<file path="src/hdl/dbst_pkg.sv">
// shared types and constants for the double-buffered slot timer bank
package dbst_pkg;

    localparam int NUM_SETS      = 16;
    localparam int SLOTS_PER_SET = 16;
    localparam int DEPTH         = NUM_SETS * SLOTS_PER_SET;
    localparam int ADDR_W        = (DEPTH > 1) ? $clog2(DEPTH) : 1;
    localparam int CNT_W         = $clog2(SLOTS_PER_SET + 1);

    localparam int DATA_W        = 32;
    localparam int CFG_W         = 5;
    localparam int CFG_IDX_W     = 1;
    localparam logic [CFG_W-1:0] WALK_COUNT_RESET = 5'd7;

    localparam logic [CFG_IDX_W-1:0] CFG_ENABLED    = 1'b0;
    localparam logic [CFG_IDX_W-1:0] CFG_WALK_COUNT = 1'b1;

    typedef enum logic [2:0] {
        KIND_BEGIN     = 3'd0,
        KIND_END       = 3'd1,
        KIND_SET       = 3'd2,
        KIND_READ_LAST = 3'd3,
        KIND_RESET_ONE = 3'd4,
        KIND_RESET_ALL = 3'd5
    } kind_t;

    typedef enum logic [1:0] {
        S_CLEAR,
        S_IDLE,
        S_EXEC,
        S_WALK
    } state_t;

    typedef struct packed {
        logic              toggle;
        logic [DATA_W-1:0] stamp;
        logic [DATA_W-1:0] acc1;
        logic [DATA_W-1:0] acc0;
    } slot_word_t;

    typedef struct packed {
        logic accept;
        logic exec;
        logic walk_step;
        logic clear_step;
    } cmd_t;

    typedef struct packed {
        logic clear_last;
        logic start_walk;
        logic walk_last;
        logic result_blocked;
    } status_t;

endpackage

</file>
<file path="src/hdl/dbst_ctrl.sv">
// controller state machine: clearing pass, item execution and reset-all walk
module dbst_ctrl (
    input  logic             clk,
    input  logic             rst_n,
    input  logic             in_valid,
    input  dbst_pkg::status_t status,
    output dbst_pkg::cmd_t   cmd,
    output logic             busy
);

    dbst_pkg::state_t state_reg;
    dbst_pkg::state_t state_next;

    always_ff @(posedge clk or negedge rst_n)
    begin
        if (!rst_n)
        begin
            state_reg <= dbst_pkg::S_CLEAR;
        end
        else
        begin
            state_reg <= state_next;
        end
    end

    always_comb
    begin
        state_next = state_reg;
        cmd        = '0;
        busy       = 1'b1;
        unique case (state_reg)
            dbst_pkg::S_CLEAR:
            begin
                cmd.clear_step = 1'b1;
                if (status.clear_last)
                begin
                    state_next = dbst_pkg::S_IDLE;
                end
            end
            dbst_pkg::S_IDLE:
            begin
                busy = 1'b0;
                if (in_valid)
                begin
                    cmd.accept = 1'b1;
                    state_next = status.start_walk ? dbst_pkg::S_WALK : dbst_pkg::S_EXEC;
                end
            end
            dbst_pkg::S_EXEC:
            begin
                if (!status.result_blocked)
                begin
                    cmd.exec   = 1'b1;
                    state_next = dbst_pkg::S_IDLE;
                end
            end
            dbst_pkg::S_WALK:
            begin
                cmd.walk_step = 1'b1;
                if (status.walk_last)
                begin
                    state_next = dbst_pkg::S_IDLE;
                end
            end
            default:
            begin
                state_next = dbst_pkg::S_IDLE;
            end
        endcase
    end

endmodule

</file>
<file path="config.mk">
export PLATFORM = sky130hd
export DESIGN_NAME = dbst_ctrl
export DESIGN_NICKNAME = d
export VERILOG_FILES = /design/src/hdl/dbst_pkg.sv /design/src/hdl/dbst_ctrl.sv
export SDC_FILE = /design/constraint.sdc
export NUM_CORES = 1
export LEC_CHECK = 0
export BUFFER_PORTS_ARGS = -buffer_cell sky130_fd_sc_hd__buf_2
export CAP_MARGIN = 20
export CORE_AREA = 4 4 41 43
export CTS_CLUSTER_SIZE = 14
export DETAILED_ROUTE_END_ITERATION = 12
export DIE_AREA = 0 0 45 47
export HOLD_SLACK_MARGIN = 0.15
export PLACE_DENSITY = 0.39
export RECOVER_POWER = 50
export SLEW_MARGIN = 5
export SYNTH_ARGS = -nofsm -noshare
export SYNTH_HDL_FRONTEND = slang
export SYNTH_SLANG_ARGS = --single-unit
export TNS_END_PERCENT = 20
</file>
<file path="constraint.sdc">
create_clock -name clk -period 1.24 [get_ports clk]
set_input_delay 0 -clock clk [delete_from_list [all_inputs] [get_ports clk]]
set_output_delay 0 -clock clk [all_outputs]
set_load 0.005 [all_outputs]
</file>
==> results of run 1 <==
-- per-stage QoR --
step                cell area [um^2]  power, uW  worst slack (ps)  utilization, %  hold WS [ps]
floorplan                        128        272               274               -          -296
global placement                 201        372               241            15.5          -204
detailed placement               201        370               233            15.5          -209
CTS                              294        540               163            22.6           554
global route                     287        546               128            22.0           570
finish                           287        500               179            22.0           559
-- power by group through the flow --
stage | sequential, uW | clock [uW] | combinational [uW]
2_1_floorplan | 139 | 0 | 132
5_1_grt | 145 | 162 | 238
3_3_place_gp | 152 | 0 | 221
3_5_place_dp | 150 | 0 | 220
4_1_cts | 148 | 154 | 239
6_report | 141 | 143 | 216
-- synthesized netlist by cell type (all sizes together) --
master | number | area [um^2]
nor2 | 2 | 7.51
dfrtp | 2 | 50.1
inv | 1 | 3.75
nor3b | 1 | 7.51
nand2 | 2 | 7.51
o21ai | 1 | 5.00
o211ai | 1 | 7.51
o32a | 1 | 10.0
and2 | 1 | 7.51
o21a | 1 | 7.51
nand2b | 1 | 13.8
-- cell type report --
cell class / count / area (um^2) / share of cell area [%]
Clock buffer: 3 / 22.5 / 7.86
Inverter: 1 / 3.75 / 1.31
Multi-Input combinational cell: 11 / 66.3 / 23.1
Sequential cell: 2 / 50.0 / 17.5
Tap cell: 15 / 18.8 / 6.55
Timing Repair Buffer: 18 / 125 / 43.7
-- per-layer routing --
layer | up-vias | track usage (%) | wire [um]
met1 | 74 | 6.58 | 226
met4 | 0 | 8.77 | 24
met5 | - | 0 | 0
li1 | 92 | - | -
met3 | 4 | 2.30 | 51
met2 | 12 | 6.78 | 150
-- critical path, stage by stage, from the launching register on --
cell and delay, ps:
dfrtp_1 430, nand2b_1 200, nor2_1 90, buf_2 120
-- cell families (layout without fill, tap and decap cells) --
kind of cell           after synthesis  in the layout  synth area share, %
buffers and inverters                1             22                 2.94
flip-flops                           2              2                 39.2
AO/OA/AOI/OAI                        4              4                 23.5
AND/OR/NAND/NOR                      7              7                 34.3
-- worst max-delay path by stage --
stage / from / slack, ps / to
CTS: state_reg[0]$_DFFE_PN0P_ / 160 / cmd[2]
global placement: state_reg[1]$_DFFE_PN0P_ / 240 / state_reg[0]$_DFFE_PN0P_
finish: state_reg[1]$_DFFE_PN0P_ / 180 / cmd[3]
global route: state_reg[1]$_DFFE_PN0P_ / 130 / cmd[3]
floorplan: state_reg[1]$_DFFE_PN0P_ / 270 / state_reg[0]$_DFFE_PN0P_
detailed placement: state_reg[1]$_DFFE_PN0P_ / 230 / state_reg[0]$_DFFE_PN0P_
==> impl_metrics.env, run 1 <==
export IMPL_fp_row_count=13
export IMPL_fin_nets=44
export IMPL_largest_reg_flops=2
export IMPL_cp_end_kind="output pin"
export IMPL_syn_cell_area_um2=128
export IMPL_post_cts_setup_buffer_count=0
export IMPL_grt_pass1_vias=183
export IMPL_cp_required_ps=1240
export IMPL_die_w_um=45
export IMPL_fin_crit_sh_pct=85.6
export IMPL_setup_viol=0
export IMPL_status="completed"
export IMPL_synthCells=14
export IMPL_area_delta_synth_final_pct=125
export IMPL_drtPass1Iterations=2
export IMPL_grt_max_degree=9
export IMPL_numCtsBuffers=3
export IMPL_crit_type="flip-flop to output pin"
export IMPL_io_pin_count=12
export IMPL_synth_nets=21
export IMPL_finalMaxSlewViolations=0
export IMPL_clkPwrFrac_pct=28.5
export IMPL_drc_errors=0
export IMPL_holdCritStartpoint="status[2]"
export IMPL_post_drt_wl_per_cell_um=9.06
export IMPL_synth_cell_type_count=11
export IMPL_finClkSkew_ps=0.459
export IMPL_p_sw_share_pct=34.3
export IMPL_portBuffers=11
export IMPL_post_place_cells=40
export IMPL_crit_fanout=8
export IMPL_leakage_uw=0.000138
export IMPL_core_area_um2=1300
export IMPL_globalRoute_totalOverflow=0
export IMPL_p_sw_uw=172
export IMPL_maxCapViolCount=0
export IMPL_die_h_um=47
export IMPL_cts_hold_fix_buffers=7
export IMPL_gr_usage_all_layers_pct=5.84
export IMPL_cts_buffer_depth=2
export IMPL_antenna_found_initial=0
export IMPL_clk_pin_slew_ps=30
export IMPL_finalHoldViolCount=0
export IMPL_antenna_cells=0
export IMPL_p_int_uw=328
export IMPL_routed_wl_um=453
export IMPL_min_path_type="primary input to flip-flop"
export IMPL_layout_commonest_cell="buf_2"
export IMPL_critPathLaunchType="flip-flop"
export IMPL_r2r_start="state_reg[1]$_DFFE_PN0P_"
export IMPL_root_buffer="clkbuf_4"
export IMPL_seqPwrFrac_pct=28.2
export IMPL_ys_ff_latch=2
export IMPL_instances_no_fill=50
export IMPL_share_comb_of_total_power_pct=43.3
export IMPL_worstRegToRegCells=2
export IMPL_start_util_pct=9.81
export IMPL_reg2reg_to="state_reg[0]$_DFFE_PN0P_"
export IMPL_grt_pass1_wl_um=745
export IMPL_worst_pin_slew_ps=218
export IMPL_drtIter0Drc=1
export IMPL_gp_congestion=0.666
export IMPL_drive_gt1_share_pct=42.9
export IMPL_finalCriticalPeriod_ps=1060
export IMPL_min_to="state_reg[0]$_DFFE_PN0P_"
export IMPL_syn_area_per_cell_um2=9.12
export IMPL_num_vias=182
export IMPL_arrival_ps=1060
export IMPL_htree_num_levels=1
export IMPL_nFillCells=157
export IMPL_max_slew_margin_pct=85.3
export IMPL_final_cell_mix="buf_2 (11), dlygate4sd3_1 (7), clkbuf_4 (3)"
export IMPL_ff2ff_setup_slack_ps=190
export IMPL_cts_sinks=2
export IMPL_cts_tree="yes"
export IMPL_die_area_um2=2120
export IMPL_dp_hpwl_um=333
export IMPL_yosysSeqAreaShare_pct=39.2
export IMPL_peakVddDrop_uv=743
export IMPL_clkLatencyLatePin_ps=220
export IMPL_finalSetupTns_ps=0
export IMPL_max_freq_ghz=0.942
export IMPL_cts_repair_resize_count=0
export IMPL_pwr_density_cell_nw_per_um2=1750
export IMPL_yosysWarnings=0
export IMPL_ant_nets=0
export IMPL_rsz0062_at_grt="no"
export IMPL_hold_path_depth=3
export IMPL_via_per_inst=3.64
Power figures use the tool's default switching activity.
==> inputs of run 2 (changes only) <==
--- a/config.mk
+++ b/config.mk
@@ -13,7 +13,6 @@
 export DIE_AREA = 0 0 45 47
 export HOLD_SLACK_MARGIN = 0.15
 export PLACE_DENSITY = 0.39
-export RECOVER_POWER = 50
 export SLEW_MARGIN = 5
 export SYNTH_ARGS = -nofsm -noshare
 export SYNTH_HDL_FRONTEND = slang
==> run 2 against run 1 <==
Fmax grew 0.81%. First-iteration DRC count grew 100%. Register-to-register slack gained 40 ps. Critical path type unchanged. Critical endpoint is now cmd[2].
==> impl_metrics.env, run 2 (synthesized netlist as in run 1, its figures left out) <==
export IMPL_status="completed"
export IMPL_peakVddDrop_uv=835
export IMPL_slowest_stage="dfrtp_1"
export IMPL_core_area_um2=1300
export IMPL_gp_congestion=0.666
export IMPL_die_w_um=45
export IMPL_crit_start="state_reg[0]$_DFFE_PN0P_"
export IMPL_drtIter0Drc=2
export IMPL_post_cts_setup_buffer_count=0
export IMPL_clk_pin_slew_ps=30
export IMPL_portBuffers=11
export IMPL_drtPass1Iterations=2
export IMPL_drc_errors=0
export IMPL_crit_fanout=7
export IMPL_cts_hold_fix_buffers=7
export IMPL_cp_end_kind="output pin"
export IMPL_fin_nets=44
export IMPL_cts_tree="yes"
export IMPL_area_delta_synth_final_pct=130
export IMPL_setup_viol=0
export IMPL_finClkSkew_ps=0.459
export IMPL_cts_buffer_depth=2
export IMPL_r2r_start="state_reg[1]$_DFFE_PN0P_"
export IMPL_layout_commonest_cell="buf_2"
export IMPL_final_cell_mix="buf_2 (11), dlygate4sd3_1 (7), clkbuf_4 (3)"
export IMPL_cp_cell_sequence="nor3b_1 > buf_2"
export IMPL_dp_hpwl_um=333
export IMPL_routed_wl_um=454
export IMPL_post_place_cells=40
export IMPL_post_drt_wl_per_cell_um=9.08
export IMPL_grt_max_degree=9
export IMPL_postPlaceCellArea_um2=201
export IMPL_numCtsBuffers=3
export IMPL_critPathLaunchType="flip-flop"
export IMPL_instances_no_fill=50
export IMPL_cts_sinks=2
export IMPL_finalSetupTns_ps=0
export IMPL_grt_pass1_wl_um=745
export IMPL_fp_row_count=13
export IMPL_maxCapViolCount=0
export IMPL_grt_pass1_vias=183
export IMPL_worst_pin_slew_ps=241
export IMPL_cp_top_family="flip-flops"
export IMPL_finalMaxSlewViolations=0
export IMPL_pwr_density_cell_nw_per_um2=1790
export IMPL_leakage_uw=0.000144
export IMPL_fin_crit_sh_pct=84.9
export IMPL_design_area_um2=294
export IMPL_cts_repair_resize_count=0
export IMPL_total_power_uw=527
export IMPL_die_h_um=47
export IMPL_finalCriticalPeriod_ps=1050
export IMPL_die_area_um2=2120
export IMPL_max_slew_margin_pct=83.9
export IMPL_num_vias=183
export IMPL_start_util_pct=9.81
export IMPL_crit_buf_inv=1
export IMPL_final_core_util_pct=22.6
export IMPL_htree_num_levels=1
export IMPL_arrival_ps=1050
export IMPL_min_path_type="primary input to flip-flop"
export IMPL_globalRoute_totalOverflow=0
export IMPL_holdCritStartpoint="status[2]"
export IMPL_crit_type="flip-flop to output pin"
export IMPL_clkLatencyLatePin_ps=220
export IMPL_largest_reg_flops=2
export IMPL_via_per_inst=3.66
export IMPL_ant_nets=0
export IMPL_drive_gt1_share_pct=45.7
export IMPL_cpPeakStageDelay_ps=450
export IMPL_rsz0062_at_grt="no"
export IMPL_antenna_found_initial=0
export IMPL_antenna_cells=0
export IMPL_nFillCells=157
export IMPL_cp_required_ps=1240
export IMPL_gr_usage_all_layers_pct=5.84
export IMPL_finalHoldViolCount=0
export IMPL_root_buffer="clkbuf_4"
export IMPL_io_pin_count=12
export IMPL_max_freq_ghz=0.950
==> run 2: metal layers <==
| metal | vias up | GRT usage [%] | share of wire (%) |
|---|---|---|---|
| met5 | - | 0 | 0 |
| met4 | 0 | 8.77 | 5.3 |
| met3 | 4 | 2.30 | 11 |
| met2 | 12 | 6.78 | 32 |
| met1 | 74 | 6.58 | 51 |
| li1 | 93 | - | - |
==> run 2: cell type report <==
type	count	area [um^2]	area share [%]
flip-flops and latches	2	50.0	17.0
clock buffers	3	22.5	7.66
repair buffers	18	125	42.6
multi-input cells	11	73.8	25.1
inverters	1	3.75	1.28
well taps	15	18.8	6.38
==> run 2: power breakdown <==
part           internal, uW  switching, uW  total, uW
Clock                   107           35.9        143
Sequential             94.6           54.3        149
Combinational           146           89.9        236
==> run 2: per-stage QoR <==
step	hold slack (ps)	worst slack (ps)
after floorplan	-296	274
after global placement	-204	241
after detailed placement	-209	233
after CTS	554	163
after global routing	570	109
final	558	187
==> run 2: path summary, 6_finish.rpt <==
path	to	depth (start not counted)	slack, ps
setup / recovery	cmd[2]	2	190
hold / removal	state_reg[0]$_DFFE_PN0P_	3	560
hold reg to reg	state_reg[0]$_DFFE_PN0P_	1	670
setup reg to reg	state_reg[0]$_DFFE_PN0P_	2	230
max in group asynchronous	state_reg[0]$_DFFE_PN0P_	3	460
min in group asynchronous	state_reg[1]$_DFFE_PN0P_	3	660
==> run 2: worst register-to-register path, cell delays in order (launching register included) <==
cell and delay (ps):
dfrtp_1 430, nand2b_4 180, o32a_1 280
==> inputs of run 3 (changes only) <==
--- a/config.mk
+++ b/config.mk
@@ -5,6 +5,7 @@
 export SDC_FILE = /design/constraint.sdc
 export NUM_CORES = 1
 export LEC_CHECK = 0
+export ABC_AREA = 1
 export BUFFER_PORTS_ARGS = -buffer_cell sky130_fd_sc_hd__buf_2
 export CAP_MARGIN = 20
 export CORE_AREA = 4 4 41 43
@@ -12,7 +13,7 @@
 export DETAILED_ROUTE_END_ITERATION = 12
 export DIE_AREA = 0 0 45 47
 export HOLD_SLACK_MARGIN = 0.15
-export PLACE_DENSITY = 0.39
+export PLACE_DENSITY = 0.43
 export SLEW_MARGIN = 5
 export SYNTH_ARGS = -nofsm -noshare
 export SYNTH_HDL_FRONTEND = slang
==> constraint.sdc (replaced) <==
create_clock -name clk -period 0.9 [get_ports clk]
set_input_delay 0 -clock clk [delete_from_list [all_inputs] [get_ports clk]]
set_output_delay 0 -clock clk [all_outputs]
set_load 0.005 [all_outputs]
==> run 3 against run 2 <==
The run now ends with setup timing left. Wire length rose by 3.7%. Synthesized area up 25%. Highest routed layer unchanged. Largest cell class unchanged. Critical path type is now flip-flop to flip-flop. Critical path depth up 3. Power rose by 76%. Sequential share of layout area shrank 0.42 points. Non-clock buffer count shrank 2.
==> impl_metrics.env, run 3 <==
export IMPL_yosys_top_cells_count="nand2_1 (8), inv_1 (5)"
export IMPL_htree_num_levels=1
export IMPL_synth_top_area_share_pct=31.5
export IMPL_layout_commonest_cell="buf_2"
export IMPL_post_place_cells=55
export IMPL_yosysWarnings=0
export IMPL_routed_wl_um=471
export IMPL_dp_slack_ps=-184
export IMPL_arrival_ps=1150
export IMPL_ys_ff_latch=2
export IMPL_die_h_um=47
export IMPL_io_pin_count=12
export IMPL_synth_flop_cell="dfrtp_1"
export IMPL_instances_no_fill=61
export IMPL_clk_pin_slew_ps=30
export IMPL_max_freq_ghz=0.959
export IMPL_fin_ws_ps=-143
export IMPL_final_cell_mix="buf_2 (11), nand2_1 (8), inv_1 (5)"
export IMPL_grt_pass1_wl_um=772
export IMPL_grt_pass1_vias=205
export IMPL_synthMostInstantiatedCell="nand2_1"
export IMPL_yosys_top_cells_area="dfrtp_1 (31%), nand2_1 (19%), inv_1 (12%)"
export IMPL_globalRoute_totalOverflow=0
export IMPL_die_area_um2=2120
export IMPL_cts_hold_fix_buffers=3
export IMPL_fp_row_count=13
export IMPL_start_util_pct=12.2
export IMPL_drive_gt1_share_pct=47.8
export IMPL_finalHoldViolCount=0
export IMPL_cp_required_ps=1010
export IMPL_cp_end_kind="flip-flop"
export IMPL_ant_nets=0
export IMPL_max_slew_margin_pct=90.1
export IMPL_drtPass1Iterations=2
export IMPL_yosysTopAreaCell="dfrtp_1"
export IMPL_nFillCells=156
export IMPL_finalMaxSlewViolations=0
export IMPL_root_buffer="clkbuf_4"
export IMPL_syn_area_per_cell_um2=5.89
export IMPL_drc_errors=0
export IMPL_fin_nets=55
export IMPL_cts_sinks=2
export IMPL_yosysSeqAreaShare_pct=31.5
export IMPL_leakage_uw=0.000189
export IMPL_gp_congestion=0.603
export IMPL_cts_tree="yes"
export IMPL_via_per_inst=3.51
export IMPL_cts_buffer_depth=2
export IMPL_die_w_um=45
export IMPL_finalSetupTns_ps=-689
export IMPL_dp_hpwl_um=365
export IMPL_timing_hold_ws_ps=30.9
export IMPL_post_cts_setup_buffer_count=0
export IMPL_synthCells=27
export IMPL_drtIter0Drc=1
export IMPL_core_area_um2=1300
export IMPL_antenna_found_initial=0
export IMPL_post_drt_wl_per_cell_um=7.72
export IMPL_synth_nets=34
export IMPL_finClkSkew_ps=3.73
export IMPL_critPathLaunchType="flip-flop"
export IMPL_gr_usage_all_layers_pct=5.77
export IMPL_violations="setup timing"
export IMPL_clkLatencyLatePin_ps=230
export IMPL_regArea_um2=52.6
export IMPL_crit_fanout=7
export IMPL_grt_max_degree=8
export IMPL_syn_cell_area_um2=159
export IMPL_fin_crit_sh_pct=116
export IMPL_multi_input_area_um2=92.6
export IMPL_min_path_type="primary input to flip-flop"
export IMPL_rsz0062_at_grt="yes"
export IMPL_synth_cell_type_count=11
export IMPL_num_vias=214
export IMPL_status="finished, violations left"
export IMPL_synth_edf_count=0
export IMPL_antenna_cells=0
export IMPL_largest_reg_flops=2
export IMPL_finalCriticalPeriod_ps=1040
export IMPL_crit_type="flip-flop to flip-flop"
export IMPL_portBuffers=11
export IMPL_numCtsBuffers=3
export IMPL_peakVddDrop_uv=512
export IMPL_setup_viol=7
export IMPL_pwr_density_cell_nw_per_um2=2920
export IMPL_area_delta_synth_final_pct=99.2
export IMPL_worst_pin_slew_ps=147
export IMPL_maxCapViolCount=0
export IMPL_async_flop_share_pct=100
[run 3: where the power goes]
group          leakage, uW  internal (uW)  switching, uW
clock            0.0000138            147           52.2
sequential       0.0000216            144           86.0
combinational     0.000154            258            238
total             0.000189            549            376
[run 3: worst paths after layout]
path / startpoint / to / slack [ps] / depth (start not counted)
worst max-delay path: state_reg[1]$_DFFE_PN0P_ / state_reg[0]$_DFFE_PN0P_ / -140 / 5
worst min-delay path: in_valid / state_reg[1]$_DFFE_PN0P_ / 30 / 3
worst max register to register: state_reg[1]$_DFFE_PN0P_ / state_reg[0]$_DFFE_PN0P_ / -140 / 5
worst min register to register: state_reg[0]$_DFFE_PN0P_ / state_reg[0]$_DFFE_PN0P_ / 600 / 2
max in group asynchronous: rst_n / state_reg[1]$_DFFE_PN0P_ / 130 / 3
min in group asynchronous: rst_n / state_reg[0]$_DFFE_PN0P_ / 630 / 3
[run 3: critical path, stage by stage (launching register included)]
cell and delay (ps):
dfrtp_2 450, nor2_4 130, inv_2 40, or2_0 190, nand2_1 70, nand2_1 50
[run 3: cell type report]
class	instances	share of cell area, %
timing repair buffer	16	32.8
multi-input combinational	18	29.2
sequential	2	16.6
inverter	7	8.30
clock buffer	3	7.11
tap	15	5.93
[run 3: repair_timing]
item | CTS | global route
cloned | 0 | 0
gates resized for setup | 5 | 1
hold endpoints to repair | 4 | 1
pin swaps | 1 | 0
setup endpoints to repair | 7 | 7
[run 3: kinds of logic (layout without fill, tap and decap cells)]
logic type	after synthesis	after routing	share of synthesized area [%]
buffers and inverters	7	26	16.5
DFF	2	2	31.5
and+or+nand+nor	16	16	45.7
AOI/OAI and AO/OA	2	2	6.30
[run 3: stage by stage]
step / utilization (%) / total power, uW / cell area (um^2)
CTS: 24.3 / 950 / 317
global route: 24.3 / 1030 / 317
floorplan: - / 447 / 159
finish: 24.3 / 925 / 317
global placement: 19.0 / 659 / 248
detailed placement: 19.0 / 664 / 248
[run 3: routing by layer]
metal	track usage (%)	part of all wire (%)
met4	8.77	3.6
met3	2.68	11
met5	0	0
met2	8.19	48
met1	5.00	37
